<file path="config.mk">
export PLATFORM = sky130hd
export DESIGN_NAME = hrp_cfg_flat
export DESIGN_NICKNAME = d
export VERILOG_FILES = /design/src/rtl/hrp_pkg.sv /design/src/rtl/hrp_if.sv /design/src/rtl/hrp_cfg.sv /design/src/flat_wrapper.sv
export SDC_FILE = /design/constraint.sdc
export NUM_CORES = 1
export LEC_CHECK = 0
export ABC_AREA = 1
export BUFFER_PORTS_ARGS = -buffer_cell sky130_fd_sc_hd__clkbuf_2
export CAP_MARGIN = 30
export CORE_ASPECT_RATIO = 1.75
export CORE_MARGIN = 4
export CORE_UTILIZATION = 50
export DETAILED_ROUTE_END_ITERATION = 6
export MAX_ROUTING_LAYER = met4
export PLACE_DENSITY = 0.8
export SETUP_SLACK_MARGIN = 0.05
export SLEW_MARGIN = 25
export SYNTH_ARGS = -nofsm -noshare
export SYNTH_HDL_FRONTEND = slang
export SYNTH_SLANG_ARGS = --single-unit
</file>
<file path="constraint.sdc">
create_clock -name clk -period 0.9 [get_ports clk]
set_input_delay 0.045 -clock clk [delete_from_list [all_inputs] [get_ports clk]]
set_output_delay 0.045 -clock clk [all_outputs]
set_load 0.05 [all_outputs]
</file>
<file path="src/rtl/hrp_pkg.sv">
package hrp_pkg;

    localparam int FRAC_BITS = 16;
    localparam int FW        = FRAC_BITS + 1;
    localparam int WORK_BITS = 32;
    localparam int LAM_BITS  = 16;
    localparam int LAM_FRAC  = 12;
    localparam int LAM_INT   = LAM_BITS - LAM_FRAC;

    localparam int DIV_STAGES   = (FRAC_BITS + 1) / 2;
    localparam int SQ_STEPS     = 4;
    localparam int SQ_STAGES    = WORK_BITS / SQ_STEPS;

    localparam int CFG_IDX_W = 3;

    localparam logic [CFG_IDX_W-1:0] REG_PORE_EXPONENT     = 3'd0;
    localparam logic [CFG_IDX_W-1:0] REG_IRREDUCIBLE_WATER = 3'd1;
    localparam logic [CFG_IDX_W-1:0] REG_RESIDUAL_GAS      = 3'd2;
    localparam logic [CFG_IDX_W-1:0] REG_RESIDUAL_OIL      = 3'd3;
    localparam logic [CFG_IDX_W-1:0] REG_MAX_PERMEABILITY  = 3'd4;

    localparam logic [FW-1:0] ONE_Q = {1'b1, {FRAC_BITS{1'b0}}};

    typedef logic [FW-1:0]        frac_t;
    typedef logic [WORK_BITS-1:0] work_t;

    typedef struct packed {
        logic [LAM_BITS-1:0] lam;
        frac_t               swi;
        frac_t               sgr;
        frac_t               sor;
        frac_t               kmax;
    } cfg_t;

    // effective saturation handed from the divider to the power unit
    typedef struct packed {
        logic  valid;
        logic  inv;
        frac_t se;
    } se_t;

    typedef struct packed {
        logic  valid;
        logic  inv;
        logic  force_one;
        logic  force_zero;
        logic  acc_one;
        work_t acc;
    } pow_side_t;

    typedef struct packed {
        logic                 valid;
        logic                 inv;
        logic [WORK_BITS:0]   pw;
    } pow_res_t;

endpackage

</file>
<file path="src/rtl/hrp_if.sv">


interface hrp_cfg_if;
    import hrp_pkg::*;
    logic                 valid;
    logic                 ready;
    logic [CFG_IDX_W-1:0] index;
    frac_t                data;
    modport source (output valid, index, data, input ready);
    modport sink (input valid, index, data, output ready);
endinterface

</file>
<file path="src/rtl/hrp_cfg.sv">
module hrp_cfg
    import hrp_pkg::*;
(
    input  logic      clk,
    input  logic      rst_n,
    hrp_cfg_if.sink   cfg,
    output cfg_t      regs
);

    cfg_t regs_reg;

    assign cfg.ready = 1'b1;
    assign regs      = regs_reg;

    always_ff @(posedge clk or negedge rst_n)
    begin
        if (!rst_n)
        begin
            regs_reg.lam  <= LAM_BITS'(8192);
            regs_reg.swi  <= FW'(6554);
            regs_reg.sgr  <= FW'(3277);
            regs_reg.sor  <= FW'(6554);
            regs_reg.kmax <= ONE_Q;
        end
        else if (cfg.valid)
        begin
            case (cfg.index)
                REG_PORE_EXPONENT:     regs_reg.lam  <= cfg.data[LAM_BITS-1:0];
                REG_IRREDUCIBLE_WATER: regs_reg.swi  <= cfg.data;
                REG_RESIDUAL_GAS:      regs_reg.sgr  <= cfg.data;
                REG_RESIDUAL_OIL:      regs_reg.sor  <= cfg.data;
                REG_MAX_PERMEABILITY:  regs_reg.kmax <= cfg.data;
                default: ;
            endcase
        end
    end

endmodule

</file>
<file path="src/flat_wrapper.sv">
// flat-port wrapper written by rule: the top's interface ports become plain ports
module hrp_cfg_flat import hrp_pkg::*;
  (clk, rst_n, regs, cfg_valid, cfg_index, cfg_data, cfg_ready);
  hrp_cfg_if cfg_i ();
  input  logic clk;
  input  logic rst_n;
  output cfg_t regs;
  input wire logic [$bits(cfg_i.valid)-1:0] cfg_valid;
  input wire logic [$bits(cfg_i.index)-1:0] cfg_index;
  input wire logic [$bits(cfg_i.data)-1:0] cfg_data;
  output wire logic [$bits(cfg_i.ready)-1:0] cfg_ready;
  assign cfg_i.valid = cfg_valid;
  assign cfg_i.index = cfg_index;
  assign cfg_i.data = cfg_data;
  assign cfg_ready = cfg_i.ready;
  hrp_cfg u_core (.clk(clk), .rst_n(rst_n), .cfg(cfg_i), .regs(regs));
endmodule
</file>
==> impl_results.md <==
- Via Count: between 3000 and 4000
- Final setup margin: -221 ps
- Final Skew: 0 ps
- Minimum clock period: 1120 ps
- Core Util, Final: 0.867
- Critical path buffers and inverters: 1
- Remaining Overflow, GRT: 0
- DPL Wire Length: between 6 and 7 mm
- Met3 routed WL: approximately 650 µm
- Clk Latency, worst-skew pair: around 330 ps
- Data required, critical path: around 850 ps
- RSZ-0062 raised after global routing: yes
- Synthesized area: 3410 µm²
- Clock-pin slew on the worst setup and hold paths: 60 ps
- Critical path type: reg2out
- Yosys cell types: 14
- CTS sink cnt: 84
- Detailed Route Iter0 Violations: 512
- Crit-path cells: clkbuf_16
- Nets: approximately 550
- FMAX: just under 900 MHz
- Yosys warnings: 0
- Final hold violations: 0
- Vias/cell: around 5.6
- Port Buffers: between 100 and 150
- Crit-path max FO: 2
- Crit path DAT: around 1100 ps
- Post-Syn Nets: just under 400
- CP top delay family: flip-flops
- Largest net degree at the start of global routing: 34
- Met2 wire length: between 7 and 8 mm
- Vias in the first global route: 3615
- # H-tree levels: 3
- CTS Buffer Depth: 2
- Cells after DPL: 558
- Hold crit path type: in2reg
- Cell Rows: 39
- Detailed-route wire length per cell: 20.9 µm
- PD cells: 2720 nW/µm²
- TritonRoute pass-1 iters: 5
- Status: complete, but fails checks
- First-pass GRT wire length: 18.9 mm
- Synth-to-Final Area Change: 67.3%
- IO Pins: ~110
- Endpoint class of the critical path: primary output
- Largest family of logic cells by synthesized area: simple AND/OR/NAND/NOR gates
- Leakage: about 3.0 nW
- Total wire length: approximately 13 mm
- Post-route cell area: roughly 5700 µm²
- Synth Register Bits: 84
- XOR/XNOR share of the synthesized area: 0
- Crit start category: flip-flop
- DR top layer: met4
- Number of CTS-inserted buffers: 9
- Compound-Gate Fraction of Synth Area: 0
- Post-Synth Adder-Cell Area: 0
- Slowest stage delay, CP: between 500 and 600 ps
- Core area: about 6600 µm²
- Antenna diodes: 0
- Final cell count without fillers: between 600 and 700
- Antenna violations before repair: 0
- Placed cell area: roughly 4100 µm²
- Simple logic cell fraction of the synthesized area: 0.333
- Die ar.: about 8300 µm²
- Remaining DRCs: 0
- VDD IR max: about 1.8 mV
- Root buffer cell: clkbuf_16
- Mux share of post-synthesis cell area: 0
- Failing checks: setup timing
- Synth Instances: approximately 370
- Max FFs per register: 84
- Layout cells sized above 1: 0.391
- Setup violators final: between 80 and 90
- Die width: 70.5 µm
- Die Y: ~120 µm
- Max-Cap Viols: 0
- Post-DRT Antenna Nets: 0
- Worst path slowest cell: dfstp_2
- Final Max Tran Viols: 0
- CTS tree: done
- Mapped Avg Cell Area: a little over 9 µm²
- Layout fillers: roughly 300
- Sequential-to-total area share from yosys stat: 0.624
- Fin crit share: 1.25
- Total track usage: 0.304
- Gp weighted congestion: between 0.8 and 0.9
- Initial core utilization: 0.518
- DRT met1 WL: ~4.3 mm
cell type report:
type	instances	area, µm²	area share
sequential	84	2130	0.373
timing repair buffer	160	2050	0.359
multi-input combinational	263	1150	0.201
clock buffer	14	254	0.0445
tap	82	103	0.0180
inverter	4	15.0	0.00263
clock inverter	2	10.0	0.00175
logic make-up (layout without fill, tap and decap cells):
| kind of cell | count (synthesis) | count (layout) |
|---|---|---|
| AND/OR/NAND/NOR | 262 | 262 |
| flip-flops | 84 | 84 |
| buffers and inverters | 25 | 180 |
| other | 1 | 1 |
cells in the final DEF, fill, tap and decap left out:
cell,Yosys,layout
buf_12,0,4
buf_4,4,47
buf_6,3,1
buf_8,0,63
clkbuf_1,6,4
clkbuf_16,0,30
clkbuf_2,0,21
clkbuf_8,0,1
clkinv_2,0,2
conb_1,1,1
dfrtp_1,61,60
dfrtp_2,0,1
dfstp_2,23,23
dlygate4sd3_1,0,3
inv_1,1,1
inv_2,3,3
nand2_1,170,168
nand2_2,2,4
nand2_4,2,2
nand3_1,84,84
nor2_4,4,4
per-stage QoR:
step           total power [W]  TNS [ps]  hold WS, ps  setup slack [ps]
2_1_floorplan          0.00830         0         -251              39.4
3_5_place_dp           0.00955     -1480        -35.8             -63.6
3_3_place_gp           0.00946      -285        -40.0             -39.2
5_1_grt                 0.0160     -9450         17.4              -233
4_1_cts                 0.0147     -7970        0.728              -211
6_report                0.0155     -8100         2.29              -221
final timing paths:
path                            startpoint         endpoint  cells after the start  slack, ps
max in group asynchronous            rst_n  u_core.regs[20]                      3        190
hold reg to reg            u_core.regs[54]  u_core.regs[54]                      2        470
setup / recovery           u_core.regs[18]         regs[18]                      1       -220
hold / removal                 cfg_data[3]  u_core.regs[37]                      3          2
min in group asynchronous            rst_n  u_core.regs[43]                      2        150
setup reg to reg           u_core.regs[66]  u_core.regs[66]                      4        -50
Yosys cell counts, drive strengths merged:
cell / instances / area (µm²)
inv: 4 / 15.0
nor2: 4 / 45.0
nand2: 174 / 673
clkbuf: 6 / 22.5
dfrtp: 61 / 1530
conb: 1 / 3.75
buf: 15 / 104
nand3: 84 / 420
dfstp: 23 / 604
layer usage:
metal,vias to the layer above,GRT usage
met2,188,0.529
met4,0,0.171
met1,1705,0.320
met3,51,0.0471
li1,1483,-
met5,-,-
power by group:
part | internal [W] | switching [W]
registers | 0.00464 | 0.000798
clock network | 0.00194 | 0.00142
logic | 0.00289 | 0.00384
worst register-to-register path: cells and delay by family, from the launching register on:
kind | cells | cell delay, ps
flops | 1 | 430
simple gates | 2 | 130
buf+inv | 2 | 280
what timing repair did:
action / in CTS / in global routing
setup buffers: 16 / 17
hold buffers: 3 / 0
cloned: 0 / 0
gates resized for setup: 189 / 67
setup endpoints to repair: 84 / 85
pin swaps: 0 / 3
endpoints found under the hold margin: 69 / 0
Note: power is estimated with default switching activity, not from simulation.
