### src/rtl/hrp_pkg.sv
package hrp_pkg;

    localparam int FRAC_BITS = 16;
    localparam int FW        = FRAC_BITS + 1;
    localparam int WORK_BITS = 32;
    localparam int LAM_BITS  = 16;
    localparam int LAM_FRAC  = 12;
    localparam int LAM_INT   = LAM_BITS - LAM_FRAC;

    localparam int DIV_STAGES   = (FRAC_BITS + 1) / 2;
    localparam int SQ_STEPS     = 4;
    localparam int SQ_STAGES    = WORK_BITS / SQ_STEPS;

    localparam int CFG_IDX_W = 3;

    localparam logic [CFG_IDX_W-1:0] REG_PORE_EXPONENT     = 3'd0;
    localparam logic [CFG_IDX_W-1:0] REG_IRREDUCIBLE_WATER = 3'd1;
    localparam logic [CFG_IDX_W-1:0] REG_RESIDUAL_GAS      = 3'd2;
    localparam logic [CFG_IDX_W-1:0] REG_RESIDUAL_OIL      = 3'd3;
    localparam logic [CFG_IDX_W-1:0] REG_MAX_PERMEABILITY  = 3'd4;

    localparam logic [FW-1:0] ONE_Q = {1'b1, {FRAC_BITS{1'b0}}};

    typedef logic [FW-1:0]        frac_t;
    typedef logic [WORK_BITS-1:0] work_t;

    typedef struct packed {
        logic [LAM_BITS-1:0] lam;
        frac_t               swi;
        frac_t               sgr;
        frac_t               sor;
        frac_t               kmax;
    } cfg_t;

    // effective saturation handed from the divider to the power unit
    typedef struct packed {
        logic  valid;
        logic  inv;
        frac_t se;
    } se_t;

    typedef struct packed {
        logic  valid;
        logic  inv;
        logic  force_one;
        logic  force_zero;
        logic  acc_one;
        work_t acc;
    } pow_side_t;

    typedef struct packed {
        logic                 valid;
        logic                 inv;
        logic [WORK_BITS:0]   pw;
    } pow_res_t;

endpackage

### src/rtl/hrp_front.sv
module hrp_front
    import hrp_pkg::*;
(
    input  logic    clk,
    input  logic    rst_n,
    input  logic    en,
    input  cfg_t    regs,
    input  logic    in_valid,
    input  logic    is_liquid,
    input  frac_t   saturation,
    output se_t     se_out
);

    typedef struct packed {
        logic valid;
        logic inv;
        logic zero;
        logic full;
    } div_flags_t;

    div_flags_t                fl_reg  [0:DIV_STAGES];
    frac_t                     rem_reg [0:DIV_STAGES];
    frac_t                     den_reg [0:DIV_STAGES];
    logic [FRAC_BITS-1:0]      q_reg   [0:DIV_STAGES];

    logic [FW+1:0] sum;
    logic          inv;
    frac_t         den;
    frac_t         resid;
    frac_t         n;
    logic          zero;
    logic          full;

    always_comb
    begin
        sum   = {2'b00, regs.swi} + {2'b00, regs.sgr} + {2'b00, regs.sor};
        inv   = sum >= {2'b00, ONE_Q};
        den   = ONE_Q - sum[FW-1:0];
        resid = is_liquid ? regs.sor : regs.sgr;
        zero  = saturation <= resid;
        n     = saturation - resid;
        full  = n >= den;
    end

    always_ff @(posedge clk or negedge rst_n)
    begin
        if (!rst_n)
            fl_reg[0].valid <= 1'b0;
        else if (en)
        begin
            fl_reg[0]  <= '{valid: in_valid, inv: inv, zero: zero, full: full};
            rem_reg[0] <= n;
            den_reg[0] <= den;
            q_reg[0]   <= '0;
        end
    end

    // restoring division, two quotient bits per stage; rem < den on the live path
    for (genvar s = 0; s < DIV_STAGES; s++)
    begin : g_div
        frac_t                rem_c;
        logic [FRAC_BITS-1:0] q_c;

        always_comb
        begin
            logic [FW:0] t;
            rem_c = rem_reg[s];
            q_c   = q_reg[s];
            for (int j = 0; j < 2; j++)
            begin
                t = {rem_c, 1'b0};
                if (2 * s + j < FRAC_BITS)
                begin
                    if (t >= {1'b0, den_reg[s]})
                    begin
                        t     = t - {1'b0, den_reg[s]};
                        q_c   = {q_c[FRAC_BITS-2:0], 1'b1};
                    end
                    else
                        q_c   = {q_c[FRAC_BITS-2:0], 1'b0};
                    rem_c = t[FW-1:0];
                end
            end
        end

        always_ff @(posedge clk or negedge rst_n)
        begin
            if (!rst_n)
                fl_reg[s+1].valid <= 1'b0;
            else if (en)
            begin
                fl_reg[s+1]  <= fl_reg[s];
                rem_reg[s+1] <= rem_c;
                den_reg[s+1] <= den_reg[s];
                q_reg[s+1]   <= q_c;
            end
        end
    end

    always_comb
    begin
        se_out.valid = fl_reg[DIV_STAGES].valid;
        se_out.inv   = fl_reg[DIV_STAGES].inv;
        if (fl_reg[DIV_STAGES].zero)
            se_out.se = '0;
        else if (fl_reg[DIV_STAGES].full)
            se_out.se = ONE_Q;
        else
            se_out.se = {1'b0, q_reg[DIV_STAGES]};
    end

endmodule

### config.mk
export PLATFORM = sky130hd
export DESIGN_NAME = hrp_front
export DESIGN_NICKNAME = d
export VERILOG_FILES = /design/src/rtl/hrp_pkg.sv /design/src/rtl/hrp_front.sv
export SDC_FILE = /design/constraint.sdc
export NUM_CORES = 1
export LEC_CHECK = 0
export BUFFER_PORTS_ARGS = -buffer_cell sky130_fd_sc_hd__buf_2
export CAP_MARGIN = 10
export CORE_MARGIN = 2
export CORE_UTILIZATION = 27
export CTS_BUF_LIST = sky130_fd_sc_hd__clkbuf_4
export DETAILED_ROUTE_END_ITERATION = 7
export PLACE_DENSITY = 0.43
export SLEW_MARGIN = 20
export SYNTH_ARGS = -nofsm -noshare
export SYNTH_HDL_FRONTEND = slang
export SYNTH_SLANG_ARGS = --single-unit
### constraint.sdc
create_clock -name clk -period 7.38 [get_ports clk]
set_clock_uncertainty 0.2 [all_clocks]
set_input_delay 0.738 -clock clk [delete_from_list [all_inputs] [get_ports clk]]
set_output_delay 0.738 -clock clk [all_outputs]
set_load 0.05 [all_outputs]
==> metrics.yaml <==
viasPerCell: 4.77
synth-warning-count: 0
post_route_cells_drive_above_1_share_pct: 15.5
part_of_the_yosys_area_used_for_sequential_elements_pct: 38.0
yosys.cell_types.count: 88
critPathMaxStageDelay_ps: 800
power.density_cell_area_nw_per_um2: 546
final_global_route_overflow_total: 0
final.min_clock_period_ps: 6820
synth_edf_count: 371
routabilityCongestion: 0.800
report.final.hold_viol_count: 0
cts.sinks: 380
synth_nets: 3406
finalInstanceArea_um2: 33600
ctsHtreeMaxLevel: 3
min_period_over_period_pct: 92.4
num_vias: 22400
tightestPinTransition_ps: 995
cp_cell_sequence: "inv_1 > fa_1 > a21o_1 > a21oi_1 > buf_4 > o211ai_1 > a2111o_1 > nand2_1 > mux2_2 > ha_1 > nand2_1 > o21ai_1 > a2111oi_0 > o41ai_1 > a221oi_1 > nand2b_1 > o211ai_2 > mux2_2"
slew-limit-headroom_pct: 33.6
grt_max_degree: 134
synthCells: 2959
ff_latch_count_synth: 380
grt_use_total_pct: 13.7
wire_per_inst_um: 16.5
wl_met2_mm: 34.6
flow.area_growth_from_synthesis_pct: 12.3
power.static_leakage_uw: 0.0137
cts_root_buffer: "clkbuf_4"
postSynth.asyncResetShare_pct: 2.37
final.fill_count: 11600
dp_hpwl_mm: 61.9
clk_transition_reported_paths_ps: 60
post-cts-setup-buffer-count: 0
hold_path.class: "in -> reg"
synth_ff_type: "edfxtp_1"
met1_length_mm: 38.6
clock.fmax_mhz: 147
post-route-drc-count: 0
setup-violations-final: 0
grt_antenna_before_repair: 5
power.ir.vdd_worst_mv: 0.201
cap_viol_max_count: 0
crit_path_top_delay_cell: "a2111oi_0"
mostFrequentLayoutCell: "edfxtp_1"
io_pins: 125
die_area_um2: 113000
grt_pass1_wl_mm: 123
p_total_uw: 18300
synthesis.area_per_instance_um2: 10.1
tritoncts: "built"
timing.critical_path.fanout_max: 17
die_width_um: 337
timing_worst_setup_path_type: "reg -> reg"
coreArea_um2: 110000
timing.final.max_slew_violations: 0
vertical_extent_of_the_die_um: 337
rsz0062_at_grt: "false"
placementRows: 122
arrival_ps: 7270
cp.required_ps: 7830
initialDrtViolationCount: 1539
cts.repair.resized: 0
mappedNetlistArea_um2: 29900
tritoncts.num_buffers: 108
timing.setup.tns_ps: 0
crit_buf_inv: 2
critPathTopFamily: "compound AO/OA/AOI/OAI gates"
critPathCaptureType: "register"
setup.worst_path.start_class: "register"
worstSkewPairLatency_ps: 920
top_layer: "met4"
first_global_vias: 22000
drt-pass1-iter-count: 6
start_util_pct: 27.1
place.port_buffers: 91
fin_nets: 3586
met3_wirelength_mm: 3.20
clk_path_buf_depth: 3
run_status: "finished, final reports clean"
drt-total-wl_mm: 77.7
detailed_place.area_um2: 32200
postRouteAntennaNets: 0
most_frequent_cells_in_the_layout: "edfxtp_1, ha_1, inv_1"
[Yosys cell counts (all sizes together), types with 21 or more instances]
master | instances | area, µm²
edfxtp | 371 | 11100
ha | 314 | 3930
inv | 243 | 912
a21oi | 235 | 1190
nor2 | 202 | 766
mux2 | 155 | 1780
nand2 | 154 | 578
xnor2 | 152 | 1330
o21ai | 147 | 736
a21o | 79 | 593
xor2 | 68 | 596
nor3 | 67 | 335
o21a | 59 | 443
nand3 | 58 | 290
and2 | 43 | 269
nor2b | 42 | 263
nand4 | 38 | 238
clkbuf | 31 | 116
a211oi | 28 | 210
a31oi | 27 | 169
fa | 27 | 541
or3 | 27 | 169
o211ai | 26 | 200
o21bai | 25 | 188
or2 | 23 | 144
and3 | 22 | 138
mux2i | 22 | 220
nand2b | 21 | 131
o31ai | 21 | 171
[through the flow]
stage	setup WS (ps)	std cells	hold WS (ps)	utilization (%)
4_1_cts	614	4704	15.4	30.4
3_3_place_gp	763	4509	201	29.1
6_report	564	4708	132	30.4
3_5_place_dp	662	4509	205	29.1
2_1_floorplan	1060	2959	200	-
5_1_grt	262	4708	33.8	30.4
[where the power goes]
| group | switching [µW] | total [µW] | internal (µW) |
|---|---|---|---|
| combinational | 6780 | 12700 | 5880 |
| clock | 943 | 1930 | 986 |
| sequential | 327 | 3760 | 3430 |
[cells by family (layout without fill, tap and decap cells)]
| logic type | Yosys count | in the layout | synth area share [%] |
|---|---|---|---|
| AOI/OAI and AO/OA | 801 | 801 | 17.7 |
| xor gates and xnor gates | 220 | 220 | 6.44 |
| adders and majority gates | 341 | 341 | 14.9 |
| buffers and inverters | 292 | 549 | 3.88 |
| DFF | 380 | 380 | 38.0 |
| muxes | 177 | 177 | 6.67 |
| other | 0 | 4 | 0 |
| and+or+nand+nor | 748 | 748 | 12.4 |
[worst reg2reg max path, cell delays in order, from the launching register on]
cell and delay [ps]:
edfxtp_1 490, inv_1 150, fa_1 450, a21o_1 170, a21oi_1 160, buf_4 160
o211ai_1 160, a2111o_1 440, nand2_1 360, mux2_2 420, ha_1 340, nand2_1 210
o21ai_1 210, a2111oi_0 800, o41ai_1 270, a221oi_1 430, nand2b_1 290, o211ai_2 410
mux2_2 420
[worst paths after layout]
kind,slack (ps),from,cells after the start,endpoint
min,130,regs[51],2,den_reg[0][0]$_DFFE_PP_
max reg2reg,560,den_reg[0][102]$_DFFE_PP_,18,rem_reg[0][128]$_DFFE_PP_
max,560,den_reg[0][102]$_DFFE_PP_,18,rem_reg[0][128]$_DFFE_PP_
max in group asynchronous,6050,rst_n,3,fl_reg[23]$_DFFE_PN0P_
min in group asynchronous,640,rst_n,3,fl_reg[35]$_DFFE_PN0P_
min reg2reg,170,q_reg[0][33]$_DFFE_PP_,0,q_reg[0][51]$_DFFE_PP_
[what timing repair did]
action / CTS / global route
setup endpoints to repair: 0 / 0
hold buffers: 8 / 0
hold endpoints to repair: 20 / 0
[area by class of cell]
class	count	area, µm²	area share [%]
inverter	244	916	2.73
antenna	4	10.0	0.0298
tap	1488	1860	5.54
clock buffer	158	1190	3.53
timing repair buffer	118	691	2.06
multi-input combinational	2287	17400	51.8
clock inverter	29	171	0.510
sequential	380	11400	33.8
[layer usage]
layer / track usage (%) / vias to the layer above
met5: 0 / -
met4: 3.19 / 0
met3: 2.26 / 95
met2: 21.6 / 401
met1: 19.5 / 10400
li1: - / 11500
No activity file was read; power rests on OpenSTA's default activity.
